===== config.mk =====
export PLATFORM = sky130hd
export DESIGN_NAME = alarm_table_with_snooze_core_flat
export DESIGN_NICKNAME = d
export VERILOG_FILES = /design/src/hdl/ats_pkg.sv /design/src/hdl/ats_req_if.sv /design/src/hdl/ats_mem.sv /design/src/hdl/alarm_table_with_snooze_core.sv /design/src/flat_wrapper.sv
export SDC_FILE = /design/constraint.sdc
export NUM_CORES = 1
export LEC_CHECK = 0
export BUFFER_PORTS_ARGS = -buffer_cell sky130_fd_sc_hd__buf_4
export CAP_MARGIN = 40
export CELL_PAD_IN_SITES_DETAIL_PLACEMENT = 0
export CELL_PAD_IN_SITES_GLOBAL_PLACEMENT = 2
export CORE_MARGIN = 4
export CORE_UTILIZATION = 46
export CTS_CLUSTER_DIAMETER = 30
export DETAILED_ROUTE_END_ITERATION = 7
export PLACE_DENSITY = 0.8
export SYNTH_ARGS = -nofsm -noshare
export SYNTH_HDL_FRONTEND = slang
export SYNTH_SLANG_ARGS = --single-unit

===== constraint.sdc =====
create_clock -name clock -period 10.8 [get_ports clock]
set_input_delay 1.08 -clock clock [delete_from_list [all_inputs] [get_ports clock]]
set_output_delay 1.08 -clock clock [all_outputs]
set_load 0.03 [all_outputs]

===== src/hdl/ats_pkg.sv =====
// Shared types, codes and helpers for the alarm table with snooze.
package ats_pkg;

   localparam int CAPACITY_DEF       = 6;
   localparam int MAX_SNOOZES_DEF    = 11;
   localparam int SNOOZE_MINUTES_DEF = 1;

   localparam logic [2:0] OP_TICK   = 3'd0;
   localparam logic [2:0] OP_ADD    = 3'd1;
   localparam logic [2:0] OP_REMOVE = 3'd2;
   localparam logic [2:0] OP_SNOOZE = 3'd3;
   localparam logic [2:0] OP_STOP   = 3'd4;
   localparam logic [2:0] OP_CLEAR  = 3'd5;

   localparam logic [2:0] EV_NOTHING   = 3'd0;
   localparam logic [2:0] EV_FIRED     = 3'd1;
   localparam logic [2:0] EV_STORED    = 3'd2;
   localparam logic [2:0] EV_FULL      = 3'd3;
   localparam logic [2:0] EV_REMOVED   = 3'd4;
   localparam logic [2:0] EV_STOPPED   = 3'd5;
   localparam logic [2:0] EV_SNOOZED   = 3'd6;
   localparam logic [2:0] EV_EXHAUSTED = 3'd7;

   localparam logic [1:0] KIND_DAILY  = 2'd0;
   localparam logic [1:0] KIND_WEEKLY = 2'd1;
   localparam logic [1:0] KIND_ONCE   = 2'd2;

   localparam logic [1:0] BL_LEAVE = 2'd0;
   localparam logic [1:0] BL_ON    = 2'd1;
   localparam logic [1:0] BL_OFF   = 2'd2;

   typedef struct packed {
      logic [13:0] year;
      logic [3:0]  month;
      logic [4:0]  day;
      logic [3:0]  hour;
      logic [5:0]  minute;
      logic        pm;
      logic [2:0]  weekday;
      logic [7:0]  station;
      logic [1:0]  kind;
      logic [3:0]  snz;
   } alarm_rec_type;

   typedef struct packed {
      logic [2:0] event_res;
      logic [7:0] play_station;
      logic [1:0] fired_kind;
      logic [1:0] backlight;
      logic       last;
   } result_type;

   function automatic logic same_alarm(input alarm_rec_type key, input alarm_rec_type e);
      logic t;
      t = key.hour == e.hour && key.minute == e.minute && key.pm == e.pm;
      if (key.kind == KIND_WEEKLY) begin
         same_alarm = t && key.weekday == e.weekday;
      end else begin
         same_alarm = t && key.year == e.year && key.month == e.month &&
                      key.day == e.day && key.kind == e.kind;
      end
   endfunction

   function automatic logic fires(input alarm_rec_type now, input alarm_rec_type e);
      logic t;
      t = e.hour == now.hour && e.minute == now.minute && e.pm == now.pm;
      case (e.kind)
         KIND_DAILY:  fires = t;
         KIND_WEEKLY: fires = t && e.weekday == now.weekday;
         KIND_ONCE:   fires = t && e.day == now.day && e.month == now.month &&
                              e.year == now.year;
         default:     fires = 1'b0;
      endcase
   endfunction

endpackage


===== src/hdl/ats_req_if.sv =====
// Request channel: valid/ready plus one request word.
interface ats_req_if;
   logic        valid;
   logic        ready;
   logic [2:0]  op;
   logic [1:0]  kind;
   logic [13:0] year;
   logic [3:0]  month;
   logic [4:0]  day;
   logic [3:0]  hour;
   logic [5:0]  minute;
   logic        pm;
   logic [2:0]  weekday;
   logic [7:0]  station;
   logic [3:0]  snooze_count;

   modport source (output valid, op, kind, year, month, day, hour, minute, pm, weekday,
                   station, snooze_count, input ready);
   modport sink (input valid, op, kind, year, month, day, hour, minute, pm, weekday,
                 station, snooze_count, output ready);
endinterface

// Response channel: valid/ready plus one response word.
interface ats_rsp_if;
   logic       valid;
   logic       ready;
   logic [2:0] event_res;
   logic [7:0] play_station;
   logic [1:0] fired_kind;
   logic [1:0] backlight;
   logic       last;

   modport source (output valid, event_res, play_station, fired_kind, backlight, last,
                   input ready);
   modport sink (input valid, event_res, play_station, fired_kind, backlight, last,
                 output ready);
endinterface


===== src/hdl/ats_mem.sv =====
// Alarm entry memory: one write port, one registered read port.
module ats_mem #(
   parameter int DEPTH = ats_pkg::CAPACITY_DEF,
   parameter int AW    = 3
) (
   input  logic                   clock,
   input  logic                   we,
   input  logic [AW-1:0]          waddr,
   input  ats_pkg::alarm_rec_type wdata,
   input  logic                   re,
   input  logic [AW-1:0]          raddr,
   output ats_pkg::alarm_rec_type rdata
);

   ats_pkg::alarm_rec_type mem [DEPTH];
   ats_pkg::alarm_rec_type rdata_ff;

   always_ff @(posedge clock) begin
      if (we) begin
         mem[waddr] <= wdata;
      end
      if (re) begin
         rdata_ff <= mem[raddr];
      end
   end

   assign rdata = rdata_ff;

endmodule


===== src/hdl/alarm_table_with_snooze_core.sv =====
// Alarm table with snooze: request sequencer around the entry memory.
//
// req_chan takes one request word per accept (valid & ready). ready is high
// only while the sequencer is idle; one request is worked on at a time.
// rsp_chan returns one or more response words per request; last marks the
// final one. Tick fires every matching alarm in table order, one word each.
// Add, clear and snooze/stop without a table walk go from idle straight to
// the done state, which loads the response. Tick, remove and snooze/stop
// with a nonzero count walk the table entry by entry (memory read, then
// evaluate and write back compacted) before the done state.
// Responses sit in an output register, with one further word held while a
// tick scan goes on; a stalled receiver stops the scan until the word is
// taken. Reset empties the table and clears the active alarm; no clearing
// pass is needed since only entries below the count are read.
module alarm_table_with_snooze_core #(
   parameter int CAPACITY       = ats_pkg::CAPACITY_DEF,
   parameter int MAX_SNOOZES    = ats_pkg::MAX_SNOOZES_DEF,
   parameter int SNOOZE_MINUTES = ats_pkg::SNOOZE_MINUTES_DEF
) (
   input logic      clock,
   input logic      reset,
   ats_req_if.sink  req_chan,
   ats_rsp_if.source rsp_chan
);

   localparam int AW = (CAPACITY > 1) ? $clog2(CAPACITY) : 1;
   localparam int CW = $clog2(CAPACITY + 1);

   typedef enum logic [3:0] {
      ST_IDLE = 4'b0001,
      ST_READ = 4'b0010,
      ST_EVAL = 4'b0100,
      ST_DONE = 4'b1000
   } state_type;

   state_type state_ff, state_in;
   logic [CW-1:0] cnt_ff, cnt_in, r_ff, r_in, w_ff, w_in;
   ats_pkg::alarm_rec_type key_ff, key_in, act_ff, act_in;
   logic act_v_ff, act_v_in;
   logic tick_ff, tick_in, rmop_ff, rmop_in, first_ff, first_in;
   logic pend_v_ff, pend_v_in, out_v_ff, out_v_in;
   ats_pkg::result_type pend_ff, pend_in, out_ff, out_in, res_ff, res_in;

   logic mem_we, mem_re;
   logic [AW-1:0] mem_waddr, mem_raddr;
   ats_pkg::alarm_rec_type mem_wdata, rdata, it, snz_e;

   logic [6:0] mi;
   logic [4:0] hr;
   logic       pv;
   logic       out_free, fire, match, del;

   ats_mem #(.DEPTH(CAPACITY), .AW(AW)) u_mem (
      .clock (clock),
      .we    (mem_we),
      .waddr (mem_waddr),
      .wdata (mem_wdata),
      .re    (mem_re),
      .raddr (mem_raddr),
      .rdata (rdata)
   );

   always_comb begin
      it.year    = req_chan.year;
      it.month   = req_chan.month;
      it.day     = req_chan.day;
      it.hour    = req_chan.hour;
      it.minute  = req_chan.minute;
      it.pm      = req_chan.pm;
      it.weekday = req_chan.weekday;
      it.station = req_chan.station;
      it.kind    = req_chan.kind;
      it.snz     = req_chan.snooze_count;
   end

   // snoozed copy of the active alarm
   always_comb begin
      mi = {1'b0, act_ff.minute} + 7'(SNOOZE_MINUTES);
      hr = {1'b0, act_ff.hour};
      pv = act_ff.pm;
      if (mi > 7'd59) begin
         hr = hr + 5'd1;
         if (hr > 5'd12) begin
            hr = hr - 5'd12;
            pv = ~pv;
         end
         mi = mi - 7'd60;
      end
      snz_e         = '0;
      snz_e.hour    = hr[3:0];
      snz_e.minute  = mi[5:0];
      snz_e.pm      = pv;
      snz_e.weekday = (act_ff.kind == ats_pkg::KIND_WEEKLY) ? act_ff.weekday : 3'd0;
      snz_e.station = act_ff.station;
      snz_e.kind    = act_ff.kind;
      snz_e.snz     = act_ff.snz + 4'd1;
   end

   assign out_free = !out_v_ff || rsp_chan.ready;
   assign fire     = ats_pkg::fires(key_ff, rdata);
   assign match    = ats_pkg::same_alarm(key_ff, rdata);
   assign del      = tick_ff ? (fire && rdata.kind == ats_pkg::KIND_ONCE)
                             : (match && !first_ff);

   always_comb begin
      state_in  = state_ff;
      cnt_in    = cnt_ff;
      r_in      = r_ff;
      w_in      = w_ff;
      key_in    = key_ff;
      act_in    = act_ff;
      act_v_in  = act_v_ff;
      tick_in   = tick_ff;
      rmop_in   = rmop_ff;
      first_in  = first_ff;
      pend_v_in = pend_v_ff;
      pend_in   = pend_ff;
      res_in    = res_ff;
      out_v_in  = out_v_ff && !rsp_chan.ready;
      out_in    = out_ff;
      mem_we    = 1'b0;
      mem_waddr = cnt_ff[AW-1:0];
      mem_wdata = it;
      mem_re    = 1'b0;
      mem_raddr = r_ff[AW-1:0];

      case (state_ff)
         ST_IDLE: begin
            if (req_chan.valid) begin
               res_in    = '{ats_pkg::EV_NOTHING, 8'd0, ats_pkg::KIND_DAILY,
                             ats_pkg::BL_LEAVE, 1'b1};
               tick_in   = req_chan.op == ats_pkg::OP_TICK;
               rmop_in   = req_chan.op == ats_pkg::OP_REMOVE;
               first_in  = 1'b0;
               pend_v_in = 1'b0;
               r_in      = '0;
               w_in      = '0;
               key_in    = it;
               state_in  = ST_DONE;
               case (req_chan.op)
                  ats_pkg::OP_TICK: begin
                     state_in = ST_READ;
                  end
                  ats_pkg::OP_ADD: begin
                     res_in.fired_kind = it.kind;
                     if (cnt_ff < CW'(CAPACITY)) begin
                        mem_we           = 1'b1;
                        cnt_in           = cnt_ff + CW'(1);
                        res_in.event_res = ats_pkg::EV_STORED;
                     end else begin
                        res_in.event_res = ats_pkg::EV_FULL;
                     end
                  end
                  ats_pkg::OP_REMOVE: begin
                     res_in.fired_kind = it.kind;
                     state_in = ST_READ;
                  end
                  ats_pkg::OP_SNOOZE, ats_pkg::OP_STOP: begin
                     if (act_v_ff && act_ff.kind <= ats_pkg::KIND_WEEKLY) begin
                        res_in.fired_kind = act_ff.kind;
                        res_in.backlight  = ats_pkg::BL_OFF;
                        res_in.event_res  = ats_pkg::EV_STOPPED;
                        if (req_chan.op == ats_pkg::OP_SNOOZE) begin
                           if (act_ff.snz < 4'(MAX_SNOOZES)) begin
                              if (cnt_ff < CW'(CAPACITY)) begin
                                 mem_we           = 1'b1;
                                 mem_wdata        = snz_e;
                                 cnt_in           = cnt_ff + CW'(1);
                                 res_in.event_res = ats_pkg::EV_SNOOZED;
                              end else begin
                                 res_in.event_res = ats_pkg::EV_FULL;
                              end
                           end else begin
                              res_in.event_res = ats_pkg::EV_EXHAUSTED;
                           end
                        end
                        act_v_in = 1'b0;
                        key_in   = act_ff;
                        if (act_ff.snz != 4'd0) begin
                           state_in = ST_READ;
                        end
                     end else begin
                        res_in.fired_kind = act_v_ff ? act_ff.kind : ats_pkg::KIND_DAILY;
                     end
                  end
                  ats_pkg::OP_CLEAR: begin
                     cnt_in           = '0;
                     res_in.event_res = ats_pkg::EV_REMOVED;
                  end
                  default: begin
                  end
               endcase
            end
         end
         ST_READ: begin
            if (r_ff == cnt_ff) begin
               cnt_in   = w_ff;
               state_in = ST_DONE;
            end else begin
               mem_re   = 1'b1;
               state_in = ST_EVAL;
            end
         end
         ST_EVAL: begin
            if (!(tick_ff && fire && pend_v_ff && !out_free)) begin
               if (tick_ff && fire) begin
                  if (pend_v_ff) begin
                     out_v_in = 1'b1;
                     out_in   = pend_ff;
                  end
                  pend_v_in = 1'b1;
                  pend_in   = '{ats_pkg::EV_FIRED, rdata.station, rdata.kind,
                               (rdata.kind == ats_pkg::KIND_ONCE) ? ats_pkg::BL_LEAVE
                                                                  : ats_pkg::BL_ON,
                               1'b0};
                  act_in    = rdata;
                  act_v_in  = 1'b1;
               end
               if (!tick_ff && match && r_ff == '0) begin
                  first_in = 1'b1;
               end
               if (rmop_ff && del) begin
                  res_in.event_res = ats_pkg::EV_REMOVED;
               end
               if (!del) begin
                  mem_we    = 1'b1;
                  mem_waddr = w_ff[AW-1:0];
                  mem_wdata = rdata;
                  w_in      = w_ff + CW'(1);
               end
               r_in     = r_ff + CW'(1);
               state_in = ST_READ;
            end
         end
         ST_DONE: begin
            if (out_free) begin
               out_v_in = 1'b1;
               if (tick_ff && pend_v_ff) begin
                  out_in      = pend_ff;
                  out_in.last = 1'b1;
               end else begin
                  out_in = res_ff;
               end
               pend_v_in = 1'b0;
               state_in  = ST_IDLE;
            end
         end
         default: begin
            state_in = ST_IDLE;
         end
      endcase
   end

   always_ff @(posedge clock) begin
      if (reset) begin
         state_ff  <= ST_IDLE;
         cnt_ff    <= '0;
         act_v_ff  <= 1'b0;
         pend_v_ff <= 1'b0;
         out_v_ff  <= 1'b0;
         r_ff      <= '0;
         w_ff      <= '0;
         tick_ff   <= 1'b0;
         rmop_ff   <= 1'b0;
         first_ff  <= 1'b0;
      end else begin
         state_ff  <= state_in;
         cnt_ff    <= cnt_in;
         act_v_ff  <= act_v_in;
         pend_v_ff <= pend_v_in;
         out_v_ff  <= out_v_in;
         r_ff      <= r_in;
         w_ff      <= w_in;
         tick_ff   <= tick_in;
         rmop_ff   <= rmop_in;
         first_ff  <= first_in;
      end
      key_ff  <= key_in;
      act_ff  <= act_in;
      pend_ff <= pend_in;
      res_ff  <= res_in;
      out_ff  <= out_in;
   end

   assign req_chan.ready        = state_ff == ST_IDLE;
   assign rsp_chan.valid        = out_v_ff;
   assign rsp_chan.event_res    = out_ff.event_res;
   assign rsp_chan.play_station = out_ff.play_station;
   assign rsp_chan.fired_kind   = out_ff.fired_kind;
   assign rsp_chan.backlight    = out_ff.backlight;
   assign rsp_chan.last         = out_ff.last;

endmodule


===== src/flat_wrapper.sv =====
// flat-port wrapper written by rule: the top's interface ports become plain ports
module alarm_table_with_snooze_core_flat 
#(
   parameter int CAPACITY       = ats_pkg::CAPACITY_DEF,
   parameter int MAX_SNOOZES    = ats_pkg::MAX_SNOOZES_DEF,
   parameter int SNOOZE_MINUTES = ats_pkg::SNOOZE_MINUTES_DEF
)
  (clock, reset, req_chan_valid, req_chan_op, req_chan_kind, req_chan_year, req_chan_month, req_chan_day, req_chan_hour, req_chan_minute, req_chan_pm, req_chan_weekday, req_chan_station, req_chan_snooze_count, req_chan_ready, rsp_chan_valid, rsp_chan_event_res, rsp_chan_play_station, rsp_chan_fired_kind, rsp_chan_backlight, rsp_chan_last, rsp_chan_ready);
  ats_req_if req_chan_i ();
  ats_rsp_if rsp_chan_i ();
  input logic clock;
  input logic reset;
  input wire logic [$bits(req_chan_i.valid)-1:0] req_chan_valid;
  input wire logic [$bits(req_chan_i.op)-1:0] req_chan_op;
  input wire logic [$bits(req_chan_i.kind)-1:0] req_chan_kind;
  input wire logic [$bits(req_chan_i.year)-1:0] req_chan_year;
  input wire logic [$bits(req_chan_i.month)-1:0] req_chan_month;
  input wire logic [$bits(req_chan_i.day)-1:0] req_chan_day;
  input wire logic [$bits(req_chan_i.hour)-1:0] req_chan_hour;
  input wire logic [$bits(req_chan_i.minute)-1:0] req_chan_minute;
  input wire logic [$bits(req_chan_i.pm)-1:0] req_chan_pm;
  input wire logic [$bits(req_chan_i.weekday)-1:0] req_chan_weekday;
  input wire logic [$bits(req_chan_i.station)-1:0] req_chan_station;
  input wire logic [$bits(req_chan_i.snooze_count)-1:0] req_chan_snooze_count;
  output wire logic [$bits(req_chan_i.ready)-1:0] req_chan_ready;
  output wire logic [$bits(rsp_chan_i.valid)-1:0] rsp_chan_valid;
  output wire logic [$bits(rsp_chan_i.event_res)-1:0] rsp_chan_event_res;
  output wire logic [$bits(rsp_chan_i.play_station)-1:0] rsp_chan_play_station;
  output wire logic [$bits(rsp_chan_i.fired_kind)-1:0] rsp_chan_fired_kind;
  output wire logic [$bits(rsp_chan_i.backlight)-1:0] rsp_chan_backlight;
  output wire logic [$bits(rsp_chan_i.last)-1:0] rsp_chan_last;
  input wire logic [$bits(rsp_chan_i.ready)-1:0] rsp_chan_ready;
  assign req_chan_i.valid = req_chan_valid;
  assign req_chan_i.op = req_chan_op;
  assign req_chan_i.kind = req_chan_kind;
  assign req_chan_i.year = req_chan_year;
  assign req_chan_i.month = req_chan_month;
  assign req_chan_i.day = req_chan_day;
  assign req_chan_i.hour = req_chan_hour;
  assign req_chan_i.minute = req_chan_minute;
  assign req_chan_i.pm = req_chan_pm;
  assign req_chan_i.weekday = req_chan_weekday;
  assign req_chan_i.station = req_chan_station;
  assign req_chan_i.snooze_count = req_chan_snooze_count;
  assign req_chan_ready = req_chan_i.ready;
  assign rsp_chan_valid = rsp_chan_i.valid;
  assign rsp_chan_event_res = rsp_chan_i.event_res;
  assign rsp_chan_play_station = rsp_chan_i.play_station;
  assign rsp_chan_fired_kind = rsp_chan_i.fired_kind;
  assign rsp_chan_backlight = rsp_chan_i.backlight;
  assign rsp_chan_last = rsp_chan_i.last;
  assign rsp_chan_i.ready = rsp_chan_ready;
  alarm_table_with_snooze_core #(.CAPACITY(CAPACITY), .MAX_SNOOZES(MAX_SNOOZES), .SNOOZE_MINUTES(SNOOZE_MINUTES)) u_core (.clock(clock), .reset(reset), .req_chan(req_chan_i), .rsp_chan(rsp_chan_i));
endmodule

==> flow_metrics.py <==
metrics = {
    "clock_network": {
        "clk_pin_slew_ps": 50,
        "postCtsHoldBufs": 0,
        "cts_made_buffers": 94,
        "cts_tree": "yes",
        "htreeDepth": 3,
        "cts.sinks": 489,
        "cts_setup_buffers": 0,
        "cts_resized": 0,
        "cts_root_buf": "clkbuf_16",
        "clk_path_buf_depth": 3,
        "clock_latency_ps": 610,
    },
    "critical_path": {
        "reg2reg_depth": 8,
        "cp_max_fo": 40,
        "max_stage_delay_ps": 820,
        "required_ps": 11060,
        "critical_path_class": "flop to flop",
        "crit_path_frequent_cell": "nor4_1",
        "critPathLaunch": "u_core.u_mem.rdata[46]",
        "r2r_end": "u_core.u_mem.mem[5][37]",
        "path_cells": "xor2_1 > nor4_1 > nand2_1 > nor4_1 > o21a_1 > nor2_4 > buf_4 > o21ai_0",
        "reg2reg_slack_ps": 6700,
        "r2r_start": "u_core.u_mem.rdata[46]",
        "crit_family": "simple AND/OR/NAND/NOR gates",
        "cp-end-kind": "flop",
        "path_buf_inv": 1,
        "slowest_stage": "o21ai_0",
        "critPathLaunchType": "flop",
        "worstPathArrival_ps": 4370,
    },
    "finish": {
        "areaGrowthSynthToFinish_pct": 23.3,
        "fin_cells": 2035,
        "nNetsFinal": 1441,
        "final_cell_area_um2": 24900,
        "drive_gt1_share_pct": 26.8,
        "diodes": 0,
    },
    "logic_synthesis": {
        "synth_area_um2": 20200,
        "ys_async_sr_fraction_pct": 0,
        "synthFlopType": "edfxtp_1",
        "ys_types": 65,
        "synth_area_leader_cell": "edfxtp_1",
        "synth_edf_count": 470,
        "synth-seq-cells": 489,
        "synth-seq-area-share_pct": 71.9,
        "synth_cells": 1233,
        "yosysTopAreaCellShare_pct": 70.0,
        "syn_nets": 1304,
        "syn_avg_cell_area_um2": 16.4,
        "synthTopCellsByArea": "edfxtp_1 (70%), mux4_2 (5.7%), mux2i_1 (2.6%)",
        "yosysWarnings": 0,
    },
    "global_routing": {
        "grt_pass1_vias": 12058,
        "gr-total-overflow": 0,
        "grt_pass1_wl_um": 71900,
        "grt_max_degree": 62,
        "grt_antenna_before_repair": 0,
        "grtUsageTotal_pct": 20.0,
    },
    "min_path": {
        "hold_depth": 0,
        "min_from": "u_core.u_mem.rdata[13]",
        "hold_path.class": "flop to flop",
        "holdPathEnd": "u_core.act_ff[13]",
    },
    "timing": {
        "worst_slack_ps": 6700,
        "slew_violations": 0,
        "finClkSkew_ps": 27.8,
        "finalCritPeriodShare_pct": 38.0,
        "finalSetupViolCount": 0,
        "hold_viol": 0,
        "fin_crit_ps": 4100,
        "setup_tns_ps": 0,
        "max_freq_mhz": 244,
        "tightest_slew_ps": 937,
        "rsz0062_at_grt": "no",
        "slew_headroom_pct": 36.9,
    },
    "routing": {
        "drt_iter0_drc": 915,
        "drc": 0,
        "drt_pass1_iterations": 5,
        "drt-total-wl_um": 46500,
        "avgViaCountPerCell": 5.64,
        "vias": 11472,
        "ant_nets": 0,
        "routedWlPerCell_um": 22.9,
    },
    "floorplan": {
        "die_w_um": 217,
        "die_area_um2": 47200,
        "num_rows": 76,
        "core_area_um2": 43200,
        "num_io_pins": 76,
        "start_util_pct": 46.7,
        "die_height_um": 217,
    },
    "run": {
        "cap_violations": 0,
    },
    "pwr": {
        "p_leak_nw": 8.32,
        "peakVddDrop_uv": 124,
        "power.density_nw_per_um2": 208,
    },
    "placed_design": {
        "post-dp-hpwl_um": 26700,
        "port_buffers": 75,
        "dp_slack_ps": 6670,
        "globalplace.congestion": 0.757,
        "numPlacedInstances": 1859,
        "dpl-instance-area_um2": 21700,
    },
    "status": {
        "outcome": "completed",
    },
}
[synth_stat cells, drive strengths merged, types with 6 or more instances]
cell type    n
a211oi       6
a21oi       74
a221o       26
a32o         6
and2        25
and3         8
buf         16
clkbuf      48
dfxtp       19
edfxtp     470
ha          13
inv         12
mux2        40
mux2i       52
mux4        51
nand2       56
nand3       35
nor2        89
nor2b        9
nor3        13
nor4         8
o211ai       7
o21ai       32
o41ai        7
xnor2       14
xor2        41
[metal layers]
metal	part of all wire (%)	wire length, µm	up-vias	GRT usage [%]
met5	0	0	-	0
met4	1.6	722	0	5.98
met3	6.3	2930	50	4.31
met2	47	21900	356	31.6
met1	45	20900	5902	28.4
li1	-	-	5164	-
[sequential cells by signal (all words and copies together), names as in the netlist, 2 cells and up]
register / cells
u_core.u_mem.mem: 306
u_core.act_ff: 51
u_core.mem_raddr: 3
u_core.res_ff: 6
u_core.rsp_chan.fired_kind: 2
u_core.rsp_chan.play_station: 8
u_core.rsp_chan.backlight: 2
u_core.key_ff: 39
u_core.rsp_chan.event_res: 3
u_core.w_ff: 3
u_core.cnt_ff: 3
u_core.u_mem.rdata: 51
u_core.state_ff: 4
[worst max-delay path by stage]
stage                                    to  cells past startpoint
CTS                       u_core.act_ff[15]                      7
global route        u_core.u_mem.mem[5][37]                      8
finish              u_core.u_mem.mem[5][37]                      8
global placement     u_core.u_mem.mem[3][6]                      9
detailed placement  u_core.u_mem.mem[3][21]                     10
floorplan            u_core.u_mem.mem[0][0]                      6
[cell families (layout without fill, tap and decap cells)]
kind of cell / after synthesis / after routing / synth area share [%]
xor gates and xnor gates: 55 / 55 / 2.39
muxes: 143 / 143 / 10.5
and+or+nand+nor: 271 / 271 / 6.73
AOI/OAI and AO/OA: 185 / 185 / 6.15
DFF: 489 / 489 / 71.9
buffers and inverters: 77 / 294 / 1.53
adders and majority gates: 13 / 13 / 0.807
[area by class of cell]
type | count | area, µm²
timing repair buffer | 105 | 928
tap | 585 | 732
inverter | 13 | 55.1
multi-input combinational | 667 | 5450
fill | 3346 | 18300
clock inverter | 73 | 791
sequential | 489 | 14500
clock buffer | 103 | 2410
[where the power goes]
| group | leakage (nW) | internal [mW] | switching [mW] |
|---|---|---|---|
| clock network | 1.53 | 1.87 | 1.01 |
| registers | 4.41 | 2.12 | 0.0182 |
| logic | 2.38 | 0.0613 | 0.100 |
[cells in the final DEF (no fill, tap or decap), types with 14 or more instances in the layout]
| cell | n |
|---|---|
| xor2_1 | 41 |
| a221o_1 | 26 |
| o21ai_0 | 25 |
| nand2_1 | 55 |
| clkbuf_16 | 94 |
| mux4_2 | 51 |
| dfxtp_1 | 16 |
| mux2_2 | 40 |
| mux2i_1 | 52 |
| edfxtp_1 | 470 |
| nand3_1 | 34 |
| buf_4 | 97 |
| xnor2_1 | 14 |
| nor2_1 | 88 |
| and2_1 | 23 |
| a21oi_1 | 73 |
| clkinv_4 | 14 |
[per-stage QoR]
| step | total power, mW | hold slack [ps] | utilization [%] |
|---|---|---|---|
| floorplan | 2.27 | 427 | - |
| global placement | 2.33 | 433 | 49.7 |
| detailed placement | 2.34 | 438 | 50.2 |
| CTS | 5.22 | 450 | 57.6 |
| global route | 5.34 | 465 | 57.6 |
| finish | 5.18 | 453 | 57.6 |
Note: power is estimated with default switching activity, not from simulation.
